===== config.mk =====
export PLATFORM = sky130hd
export DESIGN_NAME = sliding_window_reorder_receiver
export DESIGN_NICKNAME = d
export VERILOG_FILES = /design/src/sv/swrr_pkg.sv /design/src/sv/swrr_ctrl.sv /design/src/sv/swrr_datapath.sv /design/src/sv/sliding_window_reorder_receiver.sv
export SDC_FILE = /design/constraint.sdc
export NUM_CORES = 1
export LEC_CHECK = 0
export ABC_AREA = 1
export BUFFER_PORTS_ARGS = -buffer_cell sky130_fd_sc_hd__buf_2
export CAP_MARGIN = 20
export CORE_MARGIN = 3
export CORE_UTILIZATION = 40
export CTS_CLUSTER_SIZE = 40
export DETAILED_ROUTE_END_ITERATION = 7
export PLACE_DENSITY = 0.61
export SYNTH_ARGS = -nofsm -noshare
export SYNTH_HDL_FRONTEND = slang
export SYNTH_SLANG_ARGS = --single-unit
export TNS_END_PERCENT = 30

===== constraint.sdc =====
create_clock -name clk -period 7.3 [get_ports clk]
set_input_delay 0.365 -clock clk [delete_from_list [all_inputs] [get_ports clk]]
set_output_delay 0.365 -clock clk [all_outputs]
set_load 0.01 [all_outputs]

===== src/sv/swrr_pkg.sv =====
`timescale 1ns / 1ps
// Shared types and constants for the sliding-window reorder receiver.
// Used by swrr_ctrl, swrr_datapath and sliding_window_reorder_receiver; depends on nothing.

package swrr_pkg;

    localparam int SEQ_W     = 32;
    localparam int LEN_W     = 11;
    localparam int HANDLE_W  = 16;
    localparam int CONN_W    = 16;
    localparam int CMD_W     = 2;
    localparam int WIN_REG_W = 5;

    localparam logic [CMD_W-1:0] CMD_START = 2'd0;
    localparam logic [CMD_W-1:0] CMD_END   = 2'd1;
    localparam logic [CMD_W-1:0] CMD_DATA  = 2'd2;
    localparam logic [CMD_W-1:0] CMD_ACK   = 2'd3;

    localparam logic KIND_DELIVER = 1'b0;
    localparam logic KIND_ACK     = 1'b1;

    localparam logic [WIN_REG_W-1:0] WIN_RESET = 5'd16;

    // What the held packet means for the connection.
    typedef enum logic [2:0] {
        CLS_NONE     = 3'd0,
        CLS_OPEN     = 3'd1,
        CLS_REACK    = 3'd2,
        CLS_CLOSE    = 3'd3,
        CLS_IN_ORDER = 3'd4,
        CLS_STORE    = 3'd5,
        CLS_OLD      = 3'd6
    } cls_t;

    typedef struct packed {
        logic load_item;
        logic capture;
        logic open;
        logic close;
        logic store;
        logic emit_item;
        logic emit_slot;
        logic emit_ack;
    } swrr_cmd_t;

    typedef struct packed {
        cls_t cls;
        logic slot_ready;
        logic out_free;
    } swrr_status_t;

endpackage


===== src/sv/swrr_ctrl.sv =====
`timescale 1ns / 1ps
// Controller state machine of the sliding-window reorder receiver.
// Depends on swrr_pkg for the command and status structs.

module swrr_ctrl
(
    input  logic                  clk,
    input  logic                  rst_n,
    input  logic                  in_valid,
    output logic                  in_stall,
    input  swrr_pkg::swrr_status_t status,
    output swrr_pkg::swrr_cmd_t    cmd
);

    typedef enum logic [4:0] {
        S_IDLE    = 5'b00001,
        S_EVAL    = 5'b00010,
        S_DELIVER = 5'b00100,
        S_DRAIN   = 5'b01000,
        S_ACK     = 5'b10000
    } state_t;

    state_t state_reg;
    state_t state_next;

    always_ff @(posedge clk or negedge rst_n)
    begin
        if (!rst_n)
        begin
            state_reg <= S_IDLE;
        end
        else
        begin
            state_reg <= state_next;
        end
    end

    always_comb
    begin
        cmd        = '0;
        state_next = state_reg;
        in_stall   = 1'b1;
        unique case (state_reg)
            S_IDLE:
            begin
                in_stall = 1'b0;
                if (in_valid)
                begin
                    cmd.load_item = 1'b1;
                    state_next    = S_EVAL;
                end
            end
            S_EVAL:
            begin
                cmd.capture = 1'b1;
                case (status.cls) inside
                    swrr_pkg::CLS_OPEN:
                    begin
                        cmd.open   = 1'b1;
                        state_next = S_ACK;
                    end
                    swrr_pkg::CLS_CLOSE:
                    begin
                        cmd.close  = 1'b1;
                        state_next = S_ACK;
                    end
                    swrr_pkg::CLS_STORE:
                    begin
                        cmd.store  = 1'b1;
                        state_next = S_ACK;
                    end
                    swrr_pkg::CLS_REACK, swrr_pkg::CLS_OLD:
                    begin
                        state_next = S_ACK;
                    end
                    swrr_pkg::CLS_IN_ORDER:
                    begin
                        state_next = S_DELIVER;
                    end
                    default:
                    begin
                        state_next = S_IDLE;
                    end
                endcase
            end
            S_DELIVER:
            begin
                if (status.out_free)
                begin
                    cmd.emit_item = 1'b1;
                    state_next    = S_DRAIN;
                end
            end
            S_DRAIN:
            begin
                // Keep draining while the next expected slot holds a packet.
                if (status.slot_ready)
                begin
                    if (status.out_free)
                    begin
                        cmd.emit_slot = 1'b1;
                    end
                end
                else
                begin
                    state_next = S_ACK;
                end
            end
            S_ACK:
            begin
                if (status.out_free)
                begin
                    cmd.emit_ack = 1'b1;
                    state_next   = S_IDLE;
                end
            end
            default:
            begin
                state_next = S_IDLE;
            end
        endcase
    end

endmodule


===== src/sv/swrr_datapath.sv =====
`timescale 1ns / 1ps
// Datapath of the sliding-window reorder receiver: held request, connection
// state, reorder slots and the output register. Depends on swrr_pkg.

module swrr_datapath
#(
    parameter int WINDOW      = 16,
    parameter int PAYLOAD_MAX = 2047
)
(
    input  logic                                 clk,
    input  logic                                 rst_n,
    input  logic [swrr_pkg::CMD_W-1:0]           command,
    input  logic [swrr_pkg::SEQ_W-1:0]           seq,
    input  logic [swrr_pkg::LEN_W-1:0]           length,
    input  logic                                 checksum_ok,
    input  logic [swrr_pkg::HANDLE_W-1:0]        payload_handle,
    input  logic                                 cfg_we,
    input  logic [swrr_pkg::WIN_REG_W-1:0]       cfg_wdata,
    input  swrr_pkg::swrr_cmd_t                  cmd,
    output swrr_pkg::swrr_status_t               status,
    input  logic                                 out_stall,
    output logic                                 out_valid,
    output logic                                 kind,
    output logic [swrr_pkg::SEQ_W-1:0]           out_seq,
    output logic [swrr_pkg::HANDLE_W-1:0]        out_handle,
    output logic [swrr_pkg::LEN_W-1:0]           out_length,
    output logic [swrr_pkg::CONN_W-1:0]          connection_index,
    output logic                                 last
);

    localparam int IDX_W  = $clog2(WINDOW);
    localparam int EFF_W  = swrr_pkg::WIN_REG_W + 1;
    localparam int PMAX_W = 17;
    localparam int SEQ_W  = swrr_pkg::SEQ_W;

    localparam logic [EFF_W-1:0]  WIN_EFF_MAX = EFF_W'(WINDOW);
    localparam logic [IDX_W:0]    WIN_WIDE    = (IDX_W + 1)'(WINDOW);
    localparam logic [IDX_W-1:0]  IDX_LAST    = IDX_W'(WINDOW - 1);
    localparam logic [PMAX_W-1:0] LEN_LIMIT   = PMAX_W'(PAYLOAD_MAX);

    // Held request.
    logic [swrr_pkg::CMD_W-1:0]    item_cmd_reg;
    logic [SEQ_W-1:0]              item_seq_reg;
    logic [swrr_pkg::LEN_W-1:0]    item_len_reg;
    logic                          item_ok_reg;
    logic [swrr_pkg::HANDLE_W-1:0] item_handle_reg;

    // Connection state.
    logic [swrr_pkg::WIN_REG_W-1:0] window_reg;
    logic                           connected_reg;
    logic [SEQ_W-1:0]               start_reg;
    logic [SEQ_W-1:0]               exp_reg;
    logic [IDX_W-1:0]               exp_idx_reg;
    logic [swrr_pkg::CONN_W-1:0]    conn_count_reg;
    logic [swrr_pkg::CONN_W-1:0]    conn_idx_reg;
    logic                           ack_exp_reg;

    logic                          slot_valid_reg  [WINDOW];
    logic [swrr_pkg::HANDLE_W-1:0] slot_handle_reg [WINDOW];
    logic [swrr_pkg::LEN_W-1:0]    slot_len_reg    [WINDOW];

    // Output register.
    logic                          out_valid_reg;
    logic                          out_kind_reg;
    logic [SEQ_W-1:0]              out_seq_reg;
    logic [swrr_pkg::HANDLE_W-1:0] out_handle_reg;
    logic [swrr_pkg::LEN_W-1:0]    out_len_reg;
    logic [swrr_pkg::CONN_W-1:0]   out_conn_reg;
    logic                          out_last_reg;

    logic [EFF_W-1:0]  win_eff;
    logic [SEQ_W:0]    limit;
    logic              in_win;
    logic              bad;
    logic [SEQ_W-1:0]  diff;
    logic [IDX_W:0]    idx_sum;
    logic [IDX_W-1:0]  store_idx;
    logic [IDX_W-1:0]  exp_idx_inc;
    logic              out_free;
    logic              emit_any;
    swrr_pkg::cls_t    cls;

    // A window setting of zero acts as one; settings past the slot count clamp.
    always_comb
    begin
        if (window_reg == '0)
        begin
            win_eff = EFF_W'(1);
        end
        else if (EFF_W'(window_reg) > WIN_EFF_MAX)
        begin
            win_eff = WIN_EFF_MAX;
        end
        else
        begin
            win_eff = EFF_W'(window_reg);
        end
    end

    assign limit  = {1'b0, exp_reg} + (SEQ_W + 1)'(win_eff);
    assign in_win = {1'b0, item_seq_reg} < limit;
    assign bad    = ((item_len_reg != '0) && !item_ok_reg)
                    || (PMAX_W'(item_len_reg) > LEN_LIMIT);

    // A stored packet lies less than one window past the expected number, so
    // its slot follows from the expected slot plus the small offset.
    assign diff      = item_seq_reg - exp_reg;
    assign idx_sum   = {1'b0, exp_idx_reg} + {1'b0, diff[IDX_W-1:0]};
    assign store_idx = (idx_sum >= WIN_WIDE) ? IDX_W'(idx_sum - WIN_WIDE)
                                             : idx_sum[IDX_W-1:0];

    // The expected number wraps at 2^32, where its slot restarts at zero.
    always_comb
    begin
        if ((exp_reg == '1) || (exp_idx_reg == IDX_LAST))
        begin
            exp_idx_inc = '0;
        end
        else
        begin
            exp_idx_inc = exp_idx_reg + IDX_W'(1);
        end
    end

    always_comb
    begin
        cls = swrr_pkg::CLS_NONE;
        if (!connected_reg)
        begin
            if (item_cmd_reg == swrr_pkg::CMD_START)
            begin
                cls = swrr_pkg::CLS_OPEN;
            end
        end
        else if (!bad)
        begin
            unique case (item_cmd_reg)
                swrr_pkg::CMD_DATA:
                begin
                    if (in_win)
                    begin
                        if (item_seq_reg == exp_reg)
                        begin
                            cls = swrr_pkg::CLS_IN_ORDER;
                        end
                        else if (item_seq_reg > exp_reg)
                        begin
                            cls = swrr_pkg::CLS_STORE;
                        end
                        else
                        begin
                            cls = swrr_pkg::CLS_OLD;
                        end
                    end
                end
                swrr_pkg::CMD_END:
                begin
                    if (item_seq_reg == start_reg)
                    begin
                        cls = swrr_pkg::CLS_CLOSE;
                    end
                end
                swrr_pkg::CMD_START:
                begin
                    if (item_seq_reg == start_reg)
                    begin
                        cls = swrr_pkg::CLS_REACK;
                    end
                end
                swrr_pkg::CMD_ACK:
                begin
                    cls = swrr_pkg::CLS_NONE;
                end
                default:
                begin
                    cls = swrr_pkg::CLS_NONE;
                end
            endcase
        end
    end

    assign out_free = !out_valid_reg || !out_stall;
    assign emit_any = cmd.emit_item || cmd.emit_slot || cmd.emit_ack;

    assign status.cls        = cls;
    assign status.slot_ready = slot_valid_reg[exp_idx_reg];
    assign status.out_free   = out_free;

    always_ff @(posedge clk or negedge rst_n)
    begin
        if (!rst_n)
        begin
            window_reg     <= swrr_pkg::WIN_RESET;
            connected_reg  <= 1'b0;
            start_reg      <= '0;
            exp_reg        <= '0;
            exp_idx_reg    <= '0;
            conn_count_reg <= '0;
            out_valid_reg  <= 1'b0;
            for (int i = 0; i < WINDOW; i++)
            begin
                slot_valid_reg[i] <= 1'b0;
            end
        end
        else
        begin
            if (cfg_we)
            begin
                window_reg <= cfg_wdata;
            end
            if (cmd.open)
            begin
                connected_reg <= 1'b1;
                start_reg     <= item_seq_reg;
                exp_reg       <= '0;
                exp_idx_reg   <= '0;
                for (int i = 0; i < WINDOW; i++)
                begin
                    slot_valid_reg[i] <= 1'b0;
                end
            end
            if (cmd.close)
            begin
                connected_reg  <= 1'b0;
                conn_count_reg <= conn_count_reg + swrr_pkg::CONN_W'(1);
            end
            if (cmd.store)
            begin
                slot_valid_reg[store_idx] <= 1'b1;
            end
            if (cmd.emit_slot)
            begin
                slot_valid_reg[exp_idx_reg] <= 1'b0;
            end
            if (cmd.emit_item || cmd.emit_slot)
            begin
                exp_reg     <= exp_reg + SEQ_W'(1);
                exp_idx_reg <= exp_idx_inc;
            end
            if (emit_any)
            begin
                out_valid_reg <= 1'b1;
            end
            else if (!out_stall)
            begin
                out_valid_reg <= 1'b0;
            end
        end
    end

    always_ff @(posedge clk)
    begin
        if (cmd.load_item)
        begin
            item_cmd_reg    <= command;
            item_seq_reg    <= seq;
            item_len_reg    <= length;
            item_ok_reg     <= checksum_ok;
            item_handle_reg <= payload_handle;
        end
        if (cmd.capture)
        begin
            conn_idx_reg <= conn_count_reg;
            ack_exp_reg  <= (cls == swrr_pkg::CLS_IN_ORDER) || (cls == swrr_pkg::CLS_STORE)
                            || (cls == swrr_pkg::CLS_OLD);
        end
        if (cmd.store)
        begin
            slot_handle_reg[store_idx] <= item_handle_reg;
            slot_len_reg[store_idx]    <= item_len_reg;
        end
        if (cmd.emit_item)
        begin
            out_kind_reg   <= swrr_pkg::KIND_DELIVER;
            out_seq_reg    <= item_seq_reg;
            out_handle_reg <= item_handle_reg;
            out_len_reg    <= item_len_reg;
            out_conn_reg   <= conn_idx_reg;
            out_last_reg   <= 1'b0;
        end
        else if (cmd.emit_slot)
        begin
            out_kind_reg   <= swrr_pkg::KIND_DELIVER;
            out_seq_reg    <= exp_reg;
            out_handle_reg <= slot_handle_reg[exp_idx_reg];
            out_len_reg    <= slot_len_reg[exp_idx_reg];
            out_conn_reg   <= conn_idx_reg;
            out_last_reg   <= 1'b0;
        end
        else if (cmd.emit_ack)
        begin
            out_kind_reg   <= swrr_pkg::KIND_ACK;
            out_seq_reg    <= ack_exp_reg ? exp_reg : start_reg;
            out_handle_reg <= '0;
            out_len_reg    <= '0;
            out_conn_reg   <= conn_idx_reg;
            out_last_reg   <= 1'b1;
        end
    end

    assign out_valid        = out_valid_reg;
    assign kind             = out_kind_reg;
    assign out_seq          = out_seq_reg;
    assign out_handle       = out_handle_reg;
    assign out_length       = out_len_reg;
    assign connection_index = out_conn_reg;
    assign last             = out_last_reg;

    a_emit_onehot: assert property (@(posedge clk) disable iff (!rst_n)
        $onehot0({cmd.emit_item, cmd.emit_slot, cmd.emit_ack}))
        else $error("more than one result loaded in one cycle");

    a_emit_free: assert property (@(posedge clk) disable iff (!rst_n)
        emit_any |-> out_free)
        else $error("result loaded over an untaken result");

    a_drain_valid: assert property (@(posedge clk) disable iff (!rst_n)
        cmd.emit_slot |-> slot_valid_reg[exp_idx_reg])
        else $error("drained an empty slot");

    a_drain_clears: assert property (@(posedge clk) disable iff (!rst_n)
        cmd.emit_slot |=> !slot_valid_reg[$past(exp_idx_reg)])
        else $error("drained slot still marked valid");

    a_store_connected: assert property (@(posedge clk) disable iff (!rst_n)
        cmd.store |-> connected_reg && ({1'b0, idx_sum} < {WIN_WIDE, 1'b0}))
        else $error("slot stored outside a connection");

endmodule


===== src/sv/sliding_window_reorder_receiver.sv =====
`timescale 1ns / 1ps
// Top level of the sliding-window reorder receiver.
// Instantiates swrr_ctrl and swrr_datapath; depends on swrr_pkg.

// Usage:
// The input channel (in_valid / in_stall) takes one packet descriptor per
// request. The output channel (out_valid / out_stall) gives the results that
// the descriptor causes, one per request, with last set on the final one:
// in-order deliveries first, then the cumulative or connection ACK.
// The window register is written through cfg_we / cfg_wdata; the user must
// write it only while the block is idle, as the block does not enforce this.
// A descriptor is taken in one cycle and examined in the next. A dropped
// descriptor then returns the block to idle; one that gives only an ACK goes
// on to the ACK state. An in-order DATA is delivered first, then the buffered
// slots drain, one result per cycle while the output side does not stall.
// The controller handles one descriptor at a time, so in_stall stays high
// from acceptance until its final result is loaded into the output register.
// A stall on the output side holds that register and stops the drain.
// Reset returns the block to idle with no connection, the window at 16 and
// the connection count at zero; it takes effect at once.

module sliding_window_reorder_receiver
#(
    parameter int WINDOW      = 16,
    parameter int PAYLOAD_MAX = 2047
)
(
    input  logic                           clk,
    input  logic                           rst_n,
    input  logic                           in_valid,
    output logic                           in_stall,
    input  logic [swrr_pkg::CMD_W-1:0]     command,
    input  logic [swrr_pkg::SEQ_W-1:0]     seq,
    input  logic [swrr_pkg::LEN_W-1:0]     length,
    input  logic                           checksum_ok,
    input  logic [swrr_pkg::HANDLE_W-1:0]  payload_handle,
    input  logic                           cfg_we,
    input  logic [swrr_pkg::WIN_REG_W-1:0] cfg_wdata,
    output logic                           out_valid,
    input  logic                           out_stall,
    output logic                           kind,
    output logic [swrr_pkg::SEQ_W-1:0]     out_seq,
    output logic [swrr_pkg::HANDLE_W-1:0]  out_handle,
    output logic [swrr_pkg::LEN_W-1:0]     out_length,
    output logic [swrr_pkg::CONN_W-1:0]    connection_index,
    output logic                           last
);

    swrr_pkg::swrr_cmd_t    cmd;
    swrr_pkg::swrr_status_t status;

    swrr_ctrl u_ctrl
    (
        .clk      (clk),
        .rst_n    (rst_n),
        .in_valid (in_valid),
        .in_stall (in_stall),
        .status   (status),
        .cmd      (cmd)
    );

    swrr_datapath
    #(
        .WINDOW      (WINDOW),
        .PAYLOAD_MAX (PAYLOAD_MAX)
    )
    u_datapath
    (
        .clk              (clk),
        .rst_n            (rst_n),
        .command          (command),
        .seq              (seq),
        .length           (length),
        .checksum_ok      (checksum_ok),
        .payload_handle   (payload_handle),
        .cfg_we           (cfg_we),
        .cfg_wdata        (cfg_wdata),
        .cmd              (cmd),
        .status           (status),
        .out_stall        (out_stall),
        .out_valid        (out_valid),
        .kind             (kind),
        .out_seq          (out_seq),
        .out_handle       (out_handle),
        .out_length       (out_length),
        .connection_index (connection_index),
        .last             (last)
    );

endmodule

[Yosys cells after proc, flatten, opt, wreduce, memory -nomap -nowiden]
Memories as Yosys holds them, arrays and structs flattened.
Index checks and enable logic that the tools add are counted.
Operators by class
  eq/ne operators: 23
  $add $sub $neg: 7
  reductions and logical operators: 21
  bitwise operators: 5
  magnitude comparators: 8
  multiplexer cells: 71
Operators with widths (count)
  32-bit 2-to-1 mux: 6
  16-bit 2-to-1 mux: 9
  32-bit equality test: 2
  5-bit 2-to-1 mux: 10
  32-bit by 5-bit adder with 33-bit output: 1
  32-bit by 33-bit < comparator with 1-bit output: 1
  11-bit 2-to-1 mux: 3
  32-bit by 1-bit adder with 32-bit output, second input constant: 1
  32-bit equality test, second input constant: 1
  32-bit greater-than comparator: 1
  1-bit 2-to-1 mux: 25
  5-bit case mux with 5 select lines: 1
  4-bit 2-to-1 mux: 5
  16-bit by 1-bit adder with 16-bit output, second input constant: 1
  16-bit AND: 1
  16-bit NOT: 1
  16-bit OR: 1
  5-bit greater-or-equal comparator, second input constant: 3
  3-bit 2-to-1 mux: 5
  3-bit case mux with 4 select lines: 1
  11-bit nonzero test: 1
  5-bit by 1-bit < comparator with 1-bit output, second input constant: 2
  4-bit NOT with 5-bit output: 2
  3-bit equality test, second input constant: 3
  other kinds (29): 48
Storage, ports and cells
  bits in registers: 267
  memories: 2
  bits in writable memories: 432
  input bits: 72
  logic and storage cells: 173
Memory list
  u_datapath.slot_handle_reg: depth 16, width 16, read ports 1, clocked after Yosys merged registers in 0, write ports 1, RTL line swrr_datapath.sv:60  | logic [swrr_pkg::HANDLE_W-1:0] slot_handle_reg [WINDOW];
  u_datapath.slot_len_reg: depth 16, width 11, read ports 1, clocked after Yosys merged registers in 0, write ports 1, RTL line swrr_datapath.sv:61  | logic [swrr_pkg::LEN_W-1:0] slot_len_reg [WINDOW];

[Longest topological paths before layout]
  depth in word-level cells: 19
  depth in mapped cells: 33
  depth with buffers taken out: 33

[Modules after synthesis]
A second synthesis with hierarchy kept.
Second synthesis, totals
  cells, all modules: 2612
  area, all modules: 30327.8 sq um
By module, submodules not included
  swrr_datapath: times used 1, seq. area each 20295.7 sq um, cells an instance 2550, area each 29937.5 sq um
  swrr_ctrl: times used 1, seq. area each 126.4 sq um, cells an instance 62, area each 390.4 sq um

[Worst setup path after synthesis]
No wires, ideal clock.
  path type: flip-flop to flip-flop
  start: register u_datapath.window_reg[4] in the netlist's numbering
  end: memory u_datapath.slot_handle_reg[10][0] in the netlist's numbering, enable pin
  period minus slack after synthesis: 5.245 ns
  cell stages (with the launch flop): 29
  slack: 2.055 ns
  library setup time: 0.411 ns
  arrival: 4.834 ns
  data required time: 6.889 ns
  cell sequence: dfstp_2 -> a21oi_1 -> ha_1 -> a21oi_1 -> o21bai_1 -> a21oi_1 -> o21bai_1 -> nand2_1 -> nor2_2 -> nand2_1 -> nor4_2 -> xor2_1 -> ha_1 -> nand2_1 -> nor2_1 -> nand3_1 -> nor2_1 -> nor2_1 -> nand2_1 -> nand2_1 -> nand2_1 -> nand2_1 -> nand3_1 -> nand2_1 -> nand2_1 -> nand3_4 -> nor2_8 -> nand2_2 -> nor2_1
Between the ends
  word-level cells in the longest chain between the ends: 16
  elaborated cells on any way between the ends: 19
RTL lines
  start, declared: RTL line swrr_datapath.sv:50  | logic [swrr_pkg::WIN_REG_W-1:0] window_reg;
  start signal, assigned: RTL line swrr_datapath.sv:194  | window_reg <= swrr_pkg::WIN_RESET;
  start signal, assigned: RTL line swrr_datapath.sv:210  | window_reg <= cfg_wdata;
  5-bit greater-than comparator: RTL line swrr_datapath.sv:91  | else if (EFF_W'(window_reg) > WIN_EFF_MAX)
  5-bit 2-to-1 mux: RTL line swrr_datapath.sv:91
  5-bit 2-to-1 mux (*): RTL line swrr_datapath.sv:87  | if (window_reg == '0)
  32-bit by 5-bit adder with 33-bit output (*): RTL line swrr_datapath.sv:101  | assign limit = {1'b0, exp_reg} + (SEQ_W + 1)'(win_eff);
  32-bit by 33-bit < comparator with 1-bit output (*): RTL line swrr_datapath.sv:102  | assign in_win = {1'b0, item_seq_reg} < limit;
  3-bit 2-to-1 mux (*): RTL line swrr_datapath.sv:141  | if (in_win)
  3-bit case mux with 4 select lines (*): RTL line swrr_datapath.sv:138  | unique case (item_cmd_reg)
  3-bit 2-to-1 mux (*): RTL line swrr_datapath.sv:136  | else if (!bad)
  3-bit 2-to-1 mux (*): RTL line swrr_datapath.sv:129  | if (!connected_reg)
  3-bit equality test
  1-bit 2-to-1 mux (2 in series): RTL line swrr_ctrl.sv:56  | case (status.cls) inside
  1-bit 2-to-1 mux (*): RTL line swrr_ctrl.sv:56
  4-bit 2-to-1 mux (*): RTL line swrr_ctrl.sv:43  | unique case (state_reg)
  1-bit 2-to-1 mux (*): RTL line swrr_datapath.sv:268  | if (cmd.store)
  1-bit 2-to-1 mux (implied by the code) (*): RTL line swrr_datapath.sv:270  | slot_handle_reg[store_idx] <= item_handle_reg;
  end, declared: RTL line swrr_datapath.sv:60
Every way passes the cells marked *; elsewhere a longest branch is shown, timed or not.

[Worst setup path after layout]
  start: register u_datapath.window_reg[4] in the netlist's numbering
  end: memory u_datapath.slot_handle_reg[7][2] in the netlist's numbering, enable pin
The elaborated chain is that of the path after synthesis.

==> impl_metrics.yaml <==
layout:
  drive_gt1_share_pct: 13.2
  largest_register_ffs: 256
  design_area_sq_um: 35900
  nets: 2991
  final_common_cell: "edfxtp_1"
  num-fill-cells: 6897
  multi_input_area_sq_um: 9120
  final_cell_mix: "586 x edfxtp_1, 479 x nand2_1, 218 x a21oi_1"
  register_area_sq_um: 20400
  syn_to_final_growth_pct: 16.9
  n_antenna_cell: 0
drt:
  firstDrtPassIters: 5
  drc: 0
  postRouteAntennaNets: 0
  dr_total_vias: 21300
  wl_mm: 81.1
  drt_iter0_drc: 2000
  wl_per_cell_um: 20.6
  viasPerCell: 5.41
clocking:
  clock-root-buffer: "clkbuf_16"
  cts_setup_buffers: 0
  cts.path.max_buffers: 3
  numCtsBuffers: 76
  clk_latency_ps: 640
  cts_tree: "done"
  htreeDepth: 3
  clock-sinks: 699
  clkTransAtPathRegs_ps: 60
worst_setup_path:
  path_buf_inv: 1
  path_delay_family: "simple AND/OR/NAND/NOR gates"
  r2r-end: "u_datapath.slot_handle_reg[7][2]"
  crit_cells: 29
  path_class: "reg2reg"
  crit_path_max_incr_delay_ps: 660
  r2r_slack_ps: 1500
  critPathLaunchType: "register"
  crit_end: "u_datapath.slot_handle_reg[7][2]"
  reg2reg_depth: 29
  arrival_ps: 6110
  startpoint: "u_datapath.window_reg[4]"
  critPathMaxFanout: 15
  cp.required_ps: 7610
  rr_startpoint: "u_datapath.window_reg[4]"
  path_common_cell: "nand2_1"
  slowest_stage: "nor2_2"
  end_kind: "register"
sta:
  fin_tns_setup_ps: 0
  worst_slack_ps: 1500
  worst_pin_slew_ps: 1110
  min_period_over_period_pct: 79.4
  hold_viol_final: 0
  whs_ps: 78.8
  final_max_slew_viol_count: 0
  fin_skew_ps: 45.6
  rsz0062_at_grt: "no"
  slew_headroom_pct: 25.1
  post-route-min-period_ps: 5800
  clock.fmax_mhz: 172
  setup_violations: 0
synth:
  async_flop_share_pct: 16.0
  ys_warn_count: 0
  ys_ff_latch: 699
  synth-edff-count: 586
  netlist_instances: 2627
  syn_avg_cell_area_sq_um: 11.7
  ys_top_cells_by_area: "edfxtp_1 57%, dfrtp_1 9.0%, nand2_1 5.9%"
  yosysTopAreaCell: "edfxtp_1"
  syn_nets: 2779
  dominantRegCellSynth: "edfxtp_1"
  syn-cell-area_sq_um: 30700
  synth.top_cell.area_share_pct: 57.3
  yosysSeqAreaShare_pct: 66.5
  ys_types: 59
placement:
  placed_area_sq_um: 32700
  dp_slack_ps: 1500
  dpl.hpwl_mm: 50.1
  place_congestion: 0.896
  portBuffers: 150
die:
  initial_core_util_pct: 40.4
  die_w_um: 283
  core_area_sq_um: 76100
  pin_count: 151
  rows: 101
  die_height_um: 283
  dieArea_sq_um: 80200
pwr:
  finalPower_mw: 12.4
  total_leakage_power_nw: 13.5
  p_per_area_nw_per_um2: 344
  ir_drop_uv: 260
grt:
  antenna_found_initial: 0
  grt_max_degree: 118
  overflow: 0
  grt_pass1_vias: 21300
  grt_pass1_wl_mm: 126
  grt_util_all_layers_pct: 20.0
worst_hold_path:
  hp-class: "in2reg"
outcome:
  status: "completed"
job:
  drv_cap: 0
-- how the worst min path moves through the flow --
stage,from,end,depth (start not counted)
after floorplan,rst_n,u_ctrl.state_reg[1],0
after global placement,u_datapath.conn_idx_reg[3],u_datapath.connection_index[3],0
after detailed placement,u_datapath.conn_idx_reg[3],u_datapath.connection_index[3],0
after CTS,cfg_we,u_datapath.window_reg[1],2
after global routing,cfg_we,u_datapath.window_reg[2],2
final,cfg_we,u_datapath.window_reg[1],2
-- synth_stat cells (all sizes together), types with 64 or more instances --
cell type / number
o21ai: 216
inv: 193
nand2: 492
ha: 77
a22oi: 64
edfxtp: 586
nor2: 200
xor2: 69
clkbuf: 81
a21oi: 218
dfrtp: 110
-- cells by family (layout without fill, tap and decap cells) --
group           count (synthesis)  count (layout)  share of synthesized area [%]
flops                         699             699                           66.5
fa+ha+maj                      80              80                           3.33
compound gates                650             650                           12.6
mux                             1               1                         0.0366
xor+xnor                       84              84                           2.39
buf+inv                       318             591                           4.05
simple gates                  795             795                           11.1
-- report_power, final --
group / internal [mW] / switching (mW)
combinational: 0.964 / 1.92
clock: 2.19 / 1.63
sequential: 5.03 / 0.620
-- per-stage QoR --
stage          utilization [%]  std cells
2_1_floorplan                -       2627
3_3_place_gp              42.9       3720
3_5_place_dp              43.0       3722
5_1_grt                   47.2       3930
4_1_cts                   47.2       3929
6_report                  47.2       3930
-- layout make-up --
type / count / area share, %
flip-flops and latches: 699 / 56.9
repair buffers: 257 / 5.09
inverters: 195 / 2.07
well taps: 1030 / 3.59
clock inverters: 50 / 1.43
multi-input cells: 1610 / 25.4
clock buffers: 89 / 5.52
-- worst reg2reg max path: cells and delay by family (launching register included) --
| kind | cells | cell delay (ps) |
|---|---|---|
| flip-flops | 1 | 580 |
| XOR/XNOR | 1 | 130 |
| AO/OA/AOI/OAI | 5 | 740 |
| adder cells (fa/ha/maj) | 2 | 580 |
| AND/OR/NAND/NOR | 20 | 3050 |
| buffers and inverters | 1 | 390 |
-- metal layers --
metal	routed length (um)	up-vias	global-route usage [%]
met1	35000	10500	27.4
met3	5410	171	3.50
met5	0	-	0
met4	2910	0	7.20
met2	37800	756	32.1
li1	-	9875	-
-- what timing repair did --
action | in CTS | in global routing
resized for setup | 0 | 0
endpoints found under the setup margin | 0 | 0
hold endpoints to repair | 129 | 0
hold buffers | 68 | 0
Power figures use the tool's default switching activity.
